--- config.mk ---
export PLATFORM = sky130hd
export DESIGN_NAME = queue_from_two_stacks_unit
export DESIGN_NICKNAME = d
export VERILOG_FILES = /design/src/design/qfts_pkg.sv /design/src/design/queue_from_two_stacks_unit.sv /design/src/design/qfts_stack_ram.sv
export SDC_FILE = /design/constraint.sdc
export NUM_CORES = 1
export LEC_CHECK = 0
export BUFFER_PORTS_ARGS = -buffer_cell sky130_fd_sc_hd__buf_4
export CORE_MARGIN = 2
export CORE_UTILIZATION = 35
export CTS_CLUSTER_DIAMETER = 200
export DETAILED_ROUTE_END_ITERATION = 12
export PLACE_DENSITY = 0.56
export SYNTH_ARGS = -nofsm -noshare
export SYNTH_HDL_FRONTEND = slang
export SYNTH_HIERARCHICAL = 1
export SYNTH_SLANG_ARGS = --single-unit
--- constraint.sdc ---
create_clock -name i_clk -period 5.95 [get_ports i_clk]
set_input_delay 1.19 -clock i_clk [delete_from_list [all_inputs] [get_ports i_clk]]
set_output_delay 1.19 -clock i_clk [all_outputs]
set_load 0.01 [all_outputs]
--- src/design/qfts_pkg.sv ---
// shared types and constants of the two-stack queue
// no dependencies; imported by qfts_stack_ram and queue_from_two_stacks_unit
package qfts_pkg;

    localparam int DATA_W        = 32;
    localparam int CAP_W         = 5;
    localparam int DEPTH_DEFAULT = 16;
    localparam logic [CAP_W-1:0]  CAP_RESET = CAP_W'(16);
    localparam logic [DATA_W-1:0] DATA_UNDERFLOW = '1;
    localparam logic [DATA_W-1:0] DATA_NONE = '0;

    typedef enum logic {
        CMD_INSERT = 1'b0,
        CMD_REMOVE = 1'b1
    } t_cmd;

    typedef enum logic [1:0] {
        ST_OK        = 2'd0,
        ST_OVERFLOW  = 2'd1,
        ST_UNDERFLOW = 2'd2
    } t_status;

    typedef enum logic [2:0] {
        S_IDLE,
        S_MOVE,
        S_POP,
        S_WAIT,
        S_HOLD
    } t_state;

endpackage

--- src/design/queue_from_two_stacks_unit.sv ---
// first-in first-out queue built from an inbox and an outbox stack. An insert
// is answered from the idle state. A remove from a non-empty outbox reads the
// outbox memory and answers from the wait state, as the outbox read data is
// registered. A remove that finds the outbox empty first moves the n inbox
// entries across, one per cycle through the single inbox read port, then pops
// the outbox; the moved entries then serve later removes from the outbox. An
// underflow answer is given from the idle state. The result register lets the
// next request in while the last result still waits; a further result then
// waits in a holding register. Depends on qfts_pkg and qfts_stack_ram.
module queue_from_two_stacks_unit
    import qfts_pkg::*;
#(
    parameter int DEPTH = DEPTH_DEFAULT
) (
    input  logic              i_clk,
    input  logic              i_rst_n,
    // request channel
    input  logic              s_axis_tvalid,
    output logic              s_axis_tready,
    input  logic [DATA_W-1:0] s_axis_tdata,   // [31:0] data_in
    input  logic              s_axis_tuser,   // [0] cmd
    // result channel
    output logic              m_axis_tvalid,
    input  logic              m_axis_tready,
    output logic [DATA_W-1:0] m_axis_tdata,   // [31:0] data_out
    output logic [1:0]        m_axis_tuser,   // [1:0] status
    // capacity register write
    input  logic              i_cfg_valid,
    output logic              o_cfg_ready,
    input  logic [CAP_W-1:0]  i_cfg_data
);

    localparam int AW   = (DEPTH > 1) ? $clog2(DEPTH) : 1;
    localparam int CW   = $clog2(DEPTH + 1);
    localparam int CMPW = (CW > CAP_W) ? CW : CAP_W;

    t_state            r_state, n_state;
    logic [CAP_W-1:0]  r_cap;
    logic [CW-1:0]     r_in_cnt, n_in_cnt;
    logic [CW-1:0]     r_out_cnt, n_out_cnt;
    logic              r_mv_pend, n_mv_pend;
    logic              r_out_valid, n_out_valid;
    logic [DATA_W-1:0] r_out_data, n_out_data;
    t_status           r_out_status, n_out_status;
    logic [DATA_W-1:0] r_hold_data, n_hold_data;
    t_status           r_hold_status, n_hold_status;

    logic              in_we, in_re, out_we, out_re;
    logic [AW-1:0]     in_raddr, out_raddr;
    logic [DATA_W-1:0] in_rdata, out_rdata;
    logic [CW-1:0]     in_top, out_top;
    logic              in_full, out_free, req_take;
    logic              res_emit;
    logic [DATA_W-1:0] res_data;
    t_status           res_status;

    assign in_top    = r_in_cnt - CW'(1);
    assign out_top   = r_out_cnt - CW'(1);
    assign in_full   = (CMPW'(r_in_cnt) >= CMPW'(r_cap)) || (r_in_cnt >= CW'(DEPTH));
    assign out_free  = !r_out_valid || m_axis_tready;

    assign s_axis_tready = (r_state == S_IDLE);
    assign req_take      = s_axis_tvalid && s_axis_tready;
    assign o_cfg_ready   = 1'b1;

    assign m_axis_tvalid = r_out_valid;
    assign m_axis_tdata  = r_out_data;
    assign m_axis_tuser  = r_out_status;

    qfts_stack_ram #(.DEPTH(DEPTH), .AW(AW)) u_inbox (
        .i_clk   (i_clk),
        .i_we    (in_we),
        .i_waddr (r_in_cnt[AW-1:0]),
        .i_wdata (s_axis_tdata),
        .i_re    (in_re),
        .i_raddr (in_raddr),
        .o_rdata (in_rdata)
    );

    qfts_stack_ram #(.DEPTH(DEPTH), .AW(AW)) u_outbox (
        .i_clk   (i_clk),
        .i_we    (out_we),
        .i_waddr (r_out_cnt[AW-1:0]),
        .i_wdata (in_rdata),
        .i_re    (out_re),
        .i_raddr (out_raddr),
        .o_rdata (out_rdata)
    );

    always_ff @(posedge i_clk) begin
        if (!i_rst_n) begin
            r_state     <= S_IDLE;
            r_cap       <= CAP_RESET;
            r_in_cnt    <= '0;
            r_out_cnt   <= '0;
            r_mv_pend   <= 1'b0;
            r_out_valid <= 1'b0;
        end else begin
            r_state     <= n_state;
            r_in_cnt    <= n_in_cnt;
            r_out_cnt   <= n_out_cnt;
            r_mv_pend   <= n_mv_pend;
            r_out_valid <= n_out_valid;
            if (i_cfg_valid && o_cfg_ready) begin
                r_cap <= i_cfg_data;
            end
        end
    end

    always_ff @(posedge i_clk) begin
        r_out_data    <= n_out_data;
        r_out_status  <= n_out_status;
        r_hold_data   <= n_hold_data;
        r_hold_status <= n_hold_status;
    end

    always_comb begin
        n_state       = r_state;
        n_in_cnt      = r_in_cnt;
        n_out_cnt     = r_out_cnt;
        n_mv_pend     = 1'b0;
        n_hold_data   = r_hold_data;
        n_hold_status = r_hold_status;
        in_we         = 1'b0;
        in_re         = 1'b0;
        in_raddr      = in_top[AW-1:0];
        out_we        = 1'b0;
        out_re        = 1'b0;
        out_raddr     = out_top[AW-1:0];
        res_emit      = 1'b0;
        res_data      = DATA_NONE;
        res_status    = ST_OK;

        unique case (r_state)
            S_IDLE: begin
                if (req_take) begin
                    if (t_cmd'(s_axis_tuser) == CMD_INSERT) begin
                        res_emit = 1'b1;
                        if (in_full) begin
                            res_status = ST_OVERFLOW;
                        end else begin
                            in_we    = 1'b1;
                            n_in_cnt = r_in_cnt + CW'(1);
                        end
                    end else if (r_out_cnt != '0) begin
                        out_re    = 1'b1;
                        n_out_cnt = out_top;
                        n_state   = S_WAIT;
                    end else if (r_in_cnt == '0) begin
                        res_emit   = 1'b1;
                        res_data   = DATA_UNDERFLOW;
                        res_status = ST_UNDERFLOW;
                    end else begin
                        n_state = S_MOVE;
                    end
                end
            end
            S_MOVE: begin
                // read inbox newest first, write outbox from the bottom on the next cycle
                if (r_mv_pend) begin
                    out_we    = 1'b1;
                    n_out_cnt = r_out_cnt + CW'(1);
                end
                if (r_in_cnt != '0) begin
                    in_re     = 1'b1;
                    n_in_cnt  = in_top;
                    n_mv_pend = 1'b1;
                end else begin
                    n_state = S_POP;
                end
            end
            S_POP: begin
                out_re    = 1'b1;
                n_out_cnt = out_top;
                n_state   = S_WAIT;
            end
            S_WAIT: begin
                res_emit   = 1'b1;
                res_data   = out_rdata;
                res_status = ST_OK;
            end
            S_HOLD: begin
                if (out_free) begin
                    n_state = S_IDLE;
                end
            end
            default: begin
                n_state = S_IDLE;
            end
        endcase

        if (res_emit) begin
            n_state = out_free ? S_IDLE : S_HOLD;
            if (!out_free) begin
                n_hold_data   = res_data;
                n_hold_status = res_status;
            end
        end
    end

    // result register: loads a new result or the held one once it is free
    always_comb begin
        n_out_valid  = r_out_valid && !m_axis_tready;
        n_out_data   = r_out_data;
        n_out_status = r_out_status;
        if (res_emit && out_free) begin
            n_out_valid  = 1'b1;
            n_out_data   = res_data;
            n_out_status = res_status;
        end else if (r_state == S_HOLD && out_free) begin
            n_out_valid  = 1'b1;
            n_out_data   = r_hold_data;
            n_out_status = r_hold_status;
        end
    end

`ifndef SYNTHESIS
    a_cnt_bound: assert property (@(posedge i_clk) disable iff (!i_rst_n)
        (r_in_cnt <= CW'(DEPTH)) && (r_out_cnt <= CW'(DEPTH)))
        else $error("stack count beyond depth");

    a_pop_after_move: assert property (@(posedge i_clk) disable iff (!i_rst_n)
        (r_state == S_POP) |-> (r_out_cnt != '0) && (r_in_cnt == '0))
        else $error("pop after transfer with empty outbox or leftover inbox");

    a_underflow_word: assert property (@(posedge i_clk) disable iff (!i_rst_n)
        (r_out_valid && r_out_status == ST_UNDERFLOW) |-> (r_out_data == DATA_UNDERFLOW))
        else $error("underflow result without all-ones data");

    a_move_starts_empty: assert property (@(posedge i_clk) disable iff (!i_rst_n)
        (r_state == S_IDLE && $past(r_state) == S_IDLE && r_state != S_MOVE) ##1
        (r_state == S_MOVE) |-> ($past(r_out_cnt) == '0))
        else $error("transfer started with a non-empty outbox");
`endif

endmodule

--- src/design/qfts_stack_ram.sv ---
// single-port-write, single-port-read synchronous memory holding one stack
// read data is registered; depends on qfts_pkg
module qfts_stack_ram
    import qfts_pkg::*;
#(
    parameter int DEPTH = DEPTH_DEFAULT,
    parameter int AW    = (DEPTH > 1) ? $clog2(DEPTH) : 1
) (
    input  logic              i_clk,
    input  logic              i_we,
    input  logic [AW-1:0]     i_waddr,
    input  logic [DATA_W-1:0] i_wdata,
    input  logic              i_re,
    input  logic [AW-1:0]     i_raddr,
    output logic [DATA_W-1:0] o_rdata
);

    logic [DATA_W-1:0] r_mem [DEPTH];
    logic [DATA_W-1:0] r_rdata;

    always_ff @(posedge i_clk) begin
        if (i_we) begin
            r_mem[i_waddr] <= i_wdata;
        end
    end

    always_ff @(posedge i_clk) begin
        if (i_re) begin
            r_rdata <= r_mem[i_raddr];
        end
    end

    assign o_rdata = r_rdata;

endmodule
==> summary.md, run 1 <==
| Metric | Value |
|---|---|
| Fraction of layout cells with a size suffix above 1 | 29.1% |
| Reg2reg start | r_in_cnt[0]$_SDFFE_PN0P_ |
| Maximum net fanout on the critical path | 60 |
| CTS Root Buffer Type | sky130_fd_sc_hd__clkbuf_16 |
| Final min period | 4.28 ns |
| XOR/XNOR share of the synthesized area | 0.137% |
| Net Switching | 7.69 mW |
| Mean post-synth cell area | 22.4 um2 |
| Most used flip-flop cell after synthesis | sky130_fd_sc_hd__edfxtp_1 |
| Core region area | 0.127 mm2 |
| Final number of setup-violating endpoints | 0 |
| Capture point of the worst path | u_inbox/r_mem[8][26]$_DFFE_PP_ |
| Adder-cell area share of the yosys netlist | 0.307% |
| Die boundary width | 362 um |
| Netlist Area Pre-Place | 0.0448 mm2 |
| Number of top-level pins | 80 |
| Endpoint of the lowest-slack register-to-register path | u_inbox/r_mem[8][26]$_DFFE_PP_ |
| Slew margin rel. | 12.0% |
| Number of buffers created by CTS | 115 |
| Vias in the first global route | 21381 |
| Antenna cell count | 0 |
| Post-route setup TNS | 0 ns |
| Post-synth EDFFs | 1156 |
| Final net count | 2192 |
| Dominant combinational cell family by area after synthesis | multiplexers |
| Arr. time, crit path | 4.67 ns |
| CP Capture Type | flip-flop |
| Worst EP required | 6.34 ns |
| Internal reg-to-reg setup slack | 1.67 ns |
| DRC errors left | 0 |
| Share of synthesized cell area in and, or, nand and nor gates | 2.11% |
| TritonCTS clock tree | done |
| Unrepaired setup endpoints after global routing | no |
| Status | finished, final reports clean |
| Via-per-instance ratio | 5.19 |
| Antenna violations before repair | 3 |
| Effective utilization at floorplan | 35.2% |
| Worst clock skew | 0.0451 ns |
| Post-synthesis mux area share | 13.9% |
| Critical Path Source | r_in_cnt[0]$_SDFFE_PN0P_ |
| Maximum number of buffers from clock root to sink | 3 |
| Fin. Hold Viols | 0 |
| Number of cell rows | 131 |
| Register-to-Register Path Depth | 9 |
| Post-synthesis sequential element count | 1176 |
| Number of input and output port buffers inserted | 78 |
| Largest vdd supply drop | 0.000355 V |
| Number of warnings reported in the yosys synthesis log | 6 |
| Antenna Nets Post-Route | 0 |
| Post-DP Area | 0.0476 mm2 |
| Leak | 16.5 nW |
| Pre-antenna DRT Iters | 5 |
| Post-route standard cell area excluding fillers | 0.0514 mm2 |
| Post-Place Worst Slack | 1.62 ns |
| Count of maximum capacitance violations | 0 |
| Slowest cell on crit path | sky130_fd_sc_hd__nor3_2 |
| Nets in the synthesized netlist | 2052 |
| Minimum setup slack in the final design | 1.67 ns |
| Die outline height | 362 um |
| Number of H-tree levels | 3 |
| Reg clk slew, reported paths | 0.06 ns |
| Post-DP HPWL | 53.6 mm |
| Quantity of hold-fixing buffers added after cts | 0 |
| Period utilization | 71.9% |
| Wire length of the first global-routing pass | 143 mm |
| Clock network fraction of design power | 29.3% |
| Tot GR Track Use | 14.7% |
| Fmax | 234 MHz |
| Layout Area Growth over Synthesis | 14.6% |
| Vias | 20241 |
| Proportion of register bits with asynchronous set or reset after synthesis | 0% |
| Total length of routed wires | 96.6 mm |
| Pint | 16.8 mW |
| Gate Count Post-Synth | 1998 |
| Transition time at the pin with the least slew margin | 1.32 ns |
| FILL cells | 11043 |
| Power share of the sequential group | 42.8% |
| Share of the yosys chip area belonging to registers | 78.4% |
| Path type of the worst setup path | flip-flop to flip-flop |
| Clock latency on the worst-skew pair | 0.71 ns |
| Die Area | 0.131 mm2 |
| Longest individual stage delay on the worst path | 1.06 ns |
| Number of buffer and inverter stages on the critical path | 3 |
| Mean routed wirelength per cell | 24.8 um |
| Global placer's final weighted congestion | 0.742 |
| Levels on crit path | 9 |
| Type of the worst min-delay path | flip-flop to flip-flop |
| Number of violations reported at the end of detailed-routing iteration 0 | 1733 |
| Kind of cell adding the most delay to the critical path | simple AND/OR/NAND/NOR gates |
| Sum of overflow across all layers after global routing | 0 |
| Largest net degree at the start of global routing | 61 |
| Final Util | 40.3% |
| Power per unit of standard cell area | 476 mW/mm2 |
| CP startpoint kind | flip-flop |
| Post-CTS Setup Repair Bufs | 0 |
| Synth unique cells | 55 |
| Final Slew Violations | 0 |
| Area fraction in compound gates after synthesis | 3.76% |
| Comb pwr share | 27.9% |
| Switching power share of the total | 31.4% |
| Number of clock sinks seen by CTS | 1176 |
| Critical-path cell list | inv_8 > ha_1 > nor2b_1 > o21ai_0 > a31o_2 > inv_2 > nand3b_1 > nor3_2 > buf_4 |
| Post-CTS Resized | 0 |
-- cells in the mapped netlist, types with 3 or more instances --
cell type / count / area [um2]
sky130_fd_sc_hd__mux2_2: 4 / 45.0
sky130_fd_sc_hd__nand2b_1: 6 / 37.5
sky130_fd_sc_hd__nand2_1: 80 / 300
sky130_fd_sc_hd__xor2_1: 4 / 35.0
sky130_fd_sc_hd__and3_1: 4 / 25.0
sky130_fd_sc_hd__mux2_1: 30 / 338
sky130_fd_sc_hd__and2_1: 6 / 37.5
sky130_fd_sc_hd__nor3b_1: 3 / 22.5
sky130_fd_sc_hd__xnor2_1: 3 / 26.3
sky130_fd_sc_hd__a22oi_1: 129 / 968
sky130_fd_sc_hd__o21a_1: 4 / 30.0
sky130_fd_sc_hd__mux2i_1: 8 / 80.1
sky130_fd_sc_hd__nor4b_1: 3 / 26.3
sky130_fd_sc_hd__nor3_1: 12 / 60.1
sky130_fd_sc_hd__or3b_2: 3 / 26.3
sky130_fd_sc_hd__nand3_1: 5 / 25.0
sky130_fd_sc_hd__dfxtp_1: 20 / 400
sky130_fd_sc_hd__mux4_2: 256 / 5770
sky130_fd_sc_hd__buf_4: 21 / 158
sky130_fd_sc_hd__a21o_4: 28 / 420
sky130_fd_sc_hd__nand3b_1: 7 / 52.6
sky130_fd_sc_hd__clkbuf_1: 42 / 158
sky130_fd_sc_hd__a31oi_1: 3 / 18.8
sky130_fd_sc_hd__nor2_1: 31 / 116
sky130_fd_sc_hd__a21oi_1: 11 / 55.1
sky130_fd_sc_hd__a21o_1: 5 / 37.5
sky130_fd_sc_hd__buf_1: 20 / 75.1
sky130_fd_sc_hd__inv_1: 11 / 41.3
sky130_fd_sc_hd__o21ai_0: 6 / 30.0
sky130_fd_sc_hd__o211ai_1: 3 / 22.5
sky130_fd_sc_hd__buf_2: 19 / 95.1
sky130_fd_sc_hd__edfxtp_1: 1156 / 34700
sky130_fd_sc_hd__ha_1: 11 / 138
sky130_fd_sc_hd__nor2b_1: 15 / 93.8
sky130_fd_sc_hd__buf_12: 4 / 80.1
-- power by group through the flow --
stage | Clock, mW | Sequential, mW | Combinational, mW
after floorplan | 0 | 10.6 | 4.50
after detailed placement | 0 | 10.6 | 6.90
final | 7.17 | 10.5 | 6.82
after global placement | 0 | 10.6 | 6.83
after global routing | 7.66 | 10.5 | 7.40
after CTS | 7.35 | 10.5 | 6.92
-- worst min-delay path, stage by stage, from the launching register on --
cell	delay, ns
sky130_fd_sc_hd__dfxtp_1	0.29
sky130_fd_sc_hd__inv_1	0.08
sky130_fd_sc_hd__o211ai_1	0.09
-- area by class of cell --
class                   count  area (um2)  share of cell area [%]
well taps                1662        2080                    4.05
repair buffers            131         996                    1.94
multi-input cells         702        9340                    18.2
clock inverters            85         825                    1.61
clock buffers             131        2940                    5.72
inverters                  12        65.1                   0.127
flip-flops and latches   1176       35100                    68.4
-- metal layers --
| metal | vias up | GRT usage, % | part of all wire, % |
|---|---|---|---|
| li1 | 8698 | - | - |
| met1 | 10870 | 20.1 | 43 |
| met2 | 534 | 24.6 | 49 |
| met3 | 133 | 2.85 | 5.7 |
| met4 | 6 | 3.09 | 1.7 |
| met5 | - | 0 | 0.041 |
-- per-stage QoR --
stage,instances,hold WS (ns),total power [mW]
floorplan,1998,0.461,15.1
global placement,3683,0.511,17.4
detailed placement,3683,0.511,17.5
CTS,3899,0.527,24.8
global route,3899,0.549,25.6
finish,3899,0.521,24.5
-- flip-flops by register name, indices dropped and copies added (netlist names) --
register          flops
m_axis_tdata         32
m_axis_tuser          2
m_axis_tvalid         1
r_cap                 5
r_hold_data          32
r_hold_status         2
r_in_cnt              5
r_mv_pend             1
r_out_cnt             5
r_state               3
u_inbox/o_rdata      32
u_inbox/r_mem       512
u_outbox/o_rdata     32
u_outbox/r_mem      512
-- layout by cell type, fill, tap and decap left out, types with 4 or more instances in the layout --
cell,n
sky130_fd_sc_hd__o21a_1,4
sky130_fd_sc_hd__nor3_2,10
sky130_fd_sc_hd__nor2_4,26
sky130_fd_sc_hd__a22oi_1,129
sky130_fd_sc_hd__a21o_1,5
sky130_fd_sc_hd__buf_4,130
sky130_fd_sc_hd__a21o_4,28
sky130_fd_sc_hd__clkinv_2,26
sky130_fd_sc_hd__nand2_1,80
sky130_fd_sc_hd__clkinv_1,28
sky130_fd_sc_hd__clkbuf_1,16
sky130_fd_sc_hd__nand2b_1,6
sky130_fd_sc_hd__dfxtp_1,20
sky130_fd_sc_hd__inv_1,7
sky130_fd_sc_hd__nor2b_4,5
sky130_fd_sc_hd__mux2i_1,8
sky130_fd_sc_hd__edfxtp_1,1156
sky130_fd_sc_hd__nand3b_1,7
sky130_fd_sc_hd__nor2b_1,9
sky130_fd_sc_hd__o21ai_0,6
sky130_fd_sc_hd__xor2_1,4
sky130_fd_sc_hd__mux4_2,256
sky130_fd_sc_hd__nand3_1,5
sky130_fd_sc_hd__a21oi_1,11
sky130_fd_sc_hd__ha_1,11
sky130_fd_sc_hd__nor2_1,4
sky130_fd_sc_hd__and2_1,6
sky130_fd_sc_hd__and3_1,4
sky130_fd_sc_hd__mux2_2,4
sky130_fd_sc_hd__clkbuf_16,115
sky130_fd_sc_hd__bufinv_16,11
sky130_fd_sc_hd__clkinvlp_4,10
sky130_fd_sc_hd__mux2_1,30
-- worst min-delay path by stage --
stage / to / startpoint / depth (start not counted)
floorplan: r_cap[4]$_SDFFE_PN1P_ / r_cap[4]$_SDFFE_PN1P_ / 2
global placement: r_in_cnt[4]$_SDFFE_PN0P_ / r_in_cnt[4]$_SDFFE_PN0P_ / 2
detailed placement: m_axis_tdata[27]$_DFFE_PP_ / r_hold_data[27]$_DFFE_PP_ / 1
CTS: m_axis_tdata[2]$_DFFE_PP_ / r_hold_data[2]$_DFFE_PP_ / 1
global route: m_axis_tdata[2]$_DFFE_PP_ / r_hold_data[2]$_DFFE_PP_ / 1
finish: r_cap[4]$_SDFFE_PN1P_ / r_cap[4]$_SDFFE_PN1P_ / 2
-- logic make-up after synthesis --
kind of cell | after synthesis
muxes | 298
DFF | 1176
xor gates and xnor gates | 7
adders and majority gates | 11
AOI/OAI and AO/OA | 200
and+or+nand+nor | 185
other | 1
buffers and inverters | 120
Power figures use the tool's default switching activity.
==> inputs of run 2 (changes only) <==
--- a/config.mk
+++ b/config.mk
@@ -10,7 +10,7 @@
 export CORE_UTILIZATION = 35
 export CTS_CLUSTER_DIAMETER = 200
 export DETAILED_ROUTE_END_ITERATION = 12
-export PLACE_DENSITY = 0.56
+export PLACE_DENSITY = 0.58
 export SYNTH_ARGS = -nofsm -noshare
 export SYNTH_HDL_FRONTEND = slang
 export SYNTH_HIERARCHICAL = 1
==> constraint.sdc (replaced) <==
create_clock -name i_clk -period 3.9 [get_ports i_clk]
set_input_delay 0.78 -clock i_clk [delete_from_list [all_inputs] [get_ports i_clk]]
set_output_delay 0.78 -clock i_clk [all_outputs]
set_load 0.01 [all_outputs]
==> summary.md, run 2 (synthesis results as in run 1) <==
| Metric | Value |
|---|---|
| Status | finished, final reports clean (unchanged) |
| Switching power share of the total | 30.8% (was 31.4%) |
| Final Slew Violations | 0 (unchanged) |
| Effective utilization at floorplan | 35.2% (unchanged) |
| Worst Hold Endpoint | r_cap[4]$_SDFFE_PN1P_ (unchanged) |
| Type of the worst min-delay path | primary input to flip-flop (was flip-flop to flip-flop) |
| Mean routed wirelength per cell | 24.8 um (about the same) |
| Antenna violations before repair | 1 (was 3) |
| CP startpoint kind | flip-flop (unchanged) |
| Tot GR Track Use | 14.7% (about the same) |
| Min-delay src | i_cfg_data[4] (was r_cap[4]$_SDFFE_PN1P_) |
| Vias in the first global route | 21217 (was 21381) |
| Cells on Worst Hold Path | 3 (was 2) |
| Layout Area Growth over Synthesis | 15.2% (was 14.6%) |
| Post-route standard cell area excluding fillers | 0.0516 mm2 (was 0.0514 mm2) |
| Post-CTS Resized | 0 (unchanged) |
| Most common cell after layout, fill and taps aside | sky130_fd_sc_hd__edfxtp_1 (unchanged) |
| Comb pwr share | 28.6% (was 27.9%) |
| Placed cell count | 3702 (was 3683) |
| Leak | 16.6 nW (was 16.5 nW) |
| Slew margin rel. | 31.1% (was 12.0%) |
| Power share of the sequential group | 42.7% (was 42.8%) |
| DRC errors left | 0 (unchanged) |
| Core region area | 0.127 mm2 (unchanged) |
| Largest vdd supply drop | 0.000810 V (was 0.000355 V) |
| Final number of setup-violating endpoints | 0 (unchanged) |
| Worst EP required | 4.22 ns (was 6.34 ns) |
| Clock network fraction of design power | 28.7% (was 29.3%) |
| Post-DP Area | 0.0480 mm2 (was 0.0476 mm2) |
| CTS Root Buffer Type | sky130_fd_sc_hd__clkbuf_16 (unchanged) |
| Endpoint of the lowest-slack register-to-register path | m_axis_tdata[19]$_DFFE_PP_ (was u_inbox/r_mem[8][26]$_DFFE_PP_) |
| Sum of overflow across all layers after global routing | 0 (unchanged) |
| Number of clock sinks seen by CTS | 1176 (unchanged) |
| Post-Place Worst Slack | 0.774 ns (was 1.62 ns) |
| FILL cells | 11042 (was 11043) |
| Number of input and output port buffers inserted | 78 (unchanged) |
| Net Switching | 11.5 mW (was 7.69 mW) |
| Post-route non-filler standard cell count | 3908 (was 3899) |
| Die outline height | 362 um (unchanged) |
| Transition time at the pin with the least slew margin | 1.03 ns (was 1.32 ns) |
| Fmax | 317 MHz (was 234 MHz) |
| Quantity of hold-fixing buffers added after cts | 0 (unchanged) |
| Internal reg-to-reg setup slack | 0.75 ns (was 1.67 ns) |
| Total Power | 37.4 mW (was 24.5 mW) |
| Final min period | 3.15 ns (was 4.28 ns) |
| CP Capture Type | flip-flop (unchanged) |
| Die boundary width | 362 um (unchanged) |
| Die Area | 0.131 mm2 (unchanged) |
| Arr. time, crit path | 3.47 ns (was 4.67 ns) |
| Number of buffers created by CTS | 112 (was 115) |
| Total length of routed wires | 96.8 mm (was 96.6 mm) |
| Final net count | 2208 (was 2192) |
| Maximum number of buffers from clock root to sink | 3 (unchanged) |
| Unrepaired setup endpoints after global routing | no (unchanged) |
| TritonCTS clock tree | done (unchanged) |
| Number of H-tree levels | 3 (unchanged) |
| Post-route setup TNS | 0 ns (unchanged) |
| Vias | 20455 (was 20241) |
| Pint | 25.9 mW (was 16.8 mW) |
| Antenna Nets Post-Route | 0 (unchanged) |
| Register-to-Register Path Depth | 8 (was 9) |
| Number of top-level pins | 80 (unchanged) |
| Worst clock skew | 0.0271 ns (was 0.0451 ns) |
| Via-per-instance ratio | 5.23 (was 5.19) |
| Count of maximum capacitance violations | 0 (unchanged) |
| Power per unit of standard cell area | 724 mW/mm2 (was 476 mW/mm2) |
| Global placer's final weighted congestion | 0.754 (was 0.742) |
| Commonest non-fill, non-tap cells in the layout | 1156 x sky130_fd_sc_hd__edfxtp_1, 256 x sky130_fd_sc_hd__mux4_2, 132 x sky130_fd_sc_hd__buf_4, 129 x sky130_fd_sc_hd__a22oi_1, 113 x sky130_fd_sc_hd__clkbuf_16 (was 1156 x sky130_fd_sc_hd__edfxtp_1, 256 x sky130_fd_sc_hd__mux4_2, 130 x sky130_fd_sc_hd__buf_4, 129 x sky130_fd_sc_hd__a22oi_1, 115 x sky130_fd_sc_hd__clkbuf_16) |
| Post-CTS Setup Repair Bufs | 0 (unchanged) |
| Largest net degree at the start of global routing | 102 (was 61) |
| Period utilization | 80.8% (was 71.9%) |
| Path type of the worst setup path | flip-flop to flip-flop (unchanged) |
| Number of violations reported at the end of detailed-routing iteration 0 | 1954 (was 1733) |
| Fraction of layout cells with a size suffix above 1 | 29.3% (was 29.1%) |
| Maximum net fanout on the critical path | 34 (was 60) |
| Post-DP HPWL | 54.0 mm (was 53.6 mm) |
| Fin. Hold Viols | 0 (unchanged) |
| Antenna cell count | 0 (unchanged) |
| Final Util | 40.5% (was 40.3%) |
| Reg clk slew, reported paths | 0.06 ns (about the same) |
| Pre-antenna DRT Iters | 5 (unchanged) |
| Number of cell rows | 131 (unchanged) |
| Hold WS | 0.343 ns (was 0.521 ns) |
| Regs by FF count | u_inbox/r_mem (512), u_outbox/r_mem (512) (unchanged) |
| Reg2reg start | r_out_cnt[1]$_SDFFE_PN0P_ (was r_in_cnt[0]$_SDFFE_PN0P_) |
| Wire length of the first global-routing pass | 143 mm (about the same) |
| Minimum setup slack in the final design | 0.747 ns (was 1.67 ns) |
| Clock latency on the worst-skew pair | 0.69 ns (was 0.71 ns) |
==> run 2: final cells by class <==
type / count / area, um2 / share of cell area (%)
Clock buffer: 142 / 2980 / 5.76
Clock inverter: 64 / 653 / 1.26
Inverter: 12 / 65.1 / 0.126
Multi-Input combinational cell: 702 / 9390 / 18.2
Sequential cell: 1176 / 35100 / 68.0
Tap cell: 1662 / 2080 / 4.03
Timing Repair Buffer: 150 / 1350 / 2.62
==> run 2: per-layer routing <==
layer  vias up  routed length, um  global-route usage, %
li1       8719                  -                      -
met1     11044              42700                   20.5
met2       557              47400                   24.1
met3       135               4820                   2.48
met4         0               1870                   3.51
met5         -                  0                      0
==> run 2: critical path, cell delays in order (launching register included) <==
cell and delay, ns:
sky130_fd_sc_hd__dfxtp_1 0.51, sky130_fd_sc_hd__inv_1 0.18, sky130_fd_sc_hd__ha_1 0.17, sky130_fd_sc_hd__or4b_4 0.52, sky130_fd_sc_hd__nor2_8 0.17, sky130_fd_sc_hd__a21oi_1 0.08
sky130_fd_sc_hd__o21bai_1 0.49, sky130_fd_sc_hd__nor2b_4 0.26, sky130_fd_sc_hd__buf_4 0.38
==> run 2: power by group through the flow <==
stage                     Sequential, mW  Clock [mW]  Combinational (mW)
after detailed placement            16.2           0                10.8
after CTS                           16.0        11.0                10.8
after floorplan                     16.1           0                6.87
after global placement              16.2           0                10.7
final                               16.0        10.7                10.7
after global routing                16.1        11.4                11.5
==> run 2: how the worst max path moves through the flow <==
stage	slack (ns)	end	depth (start not counted)	startpoint
after floorplan	0.006	u_outbox/o_rdata[0]$_DFFE_PP_	5	r_out_cnt[0]$_SDFFE_PN0P_
after global placement	0.76	u_inbox/r_mem[11][18]$_DFFE_PP_	8	r_in_cnt[2]$_SDFFE_PN0P_
after detailed placement	0.77	u_inbox/r_mem[11][16]$_DFFE_PP_	8	s_axis_tvalid
after CTS	0.76	u_inbox/r_mem[11][20]$_DFFE_PP_	8	r_in_cnt[2]$_SDFFE_PN0P_
after global routing	0.50	m_axis_tdata[19]$_DFFE_PP_	8	r_out_cnt[1]$_SDFFE_PN0P_
final	0.75	m_axis_tdata[19]$_DFFE_PP_	8	r_out_cnt[1]$_SDFFE_PN0P_
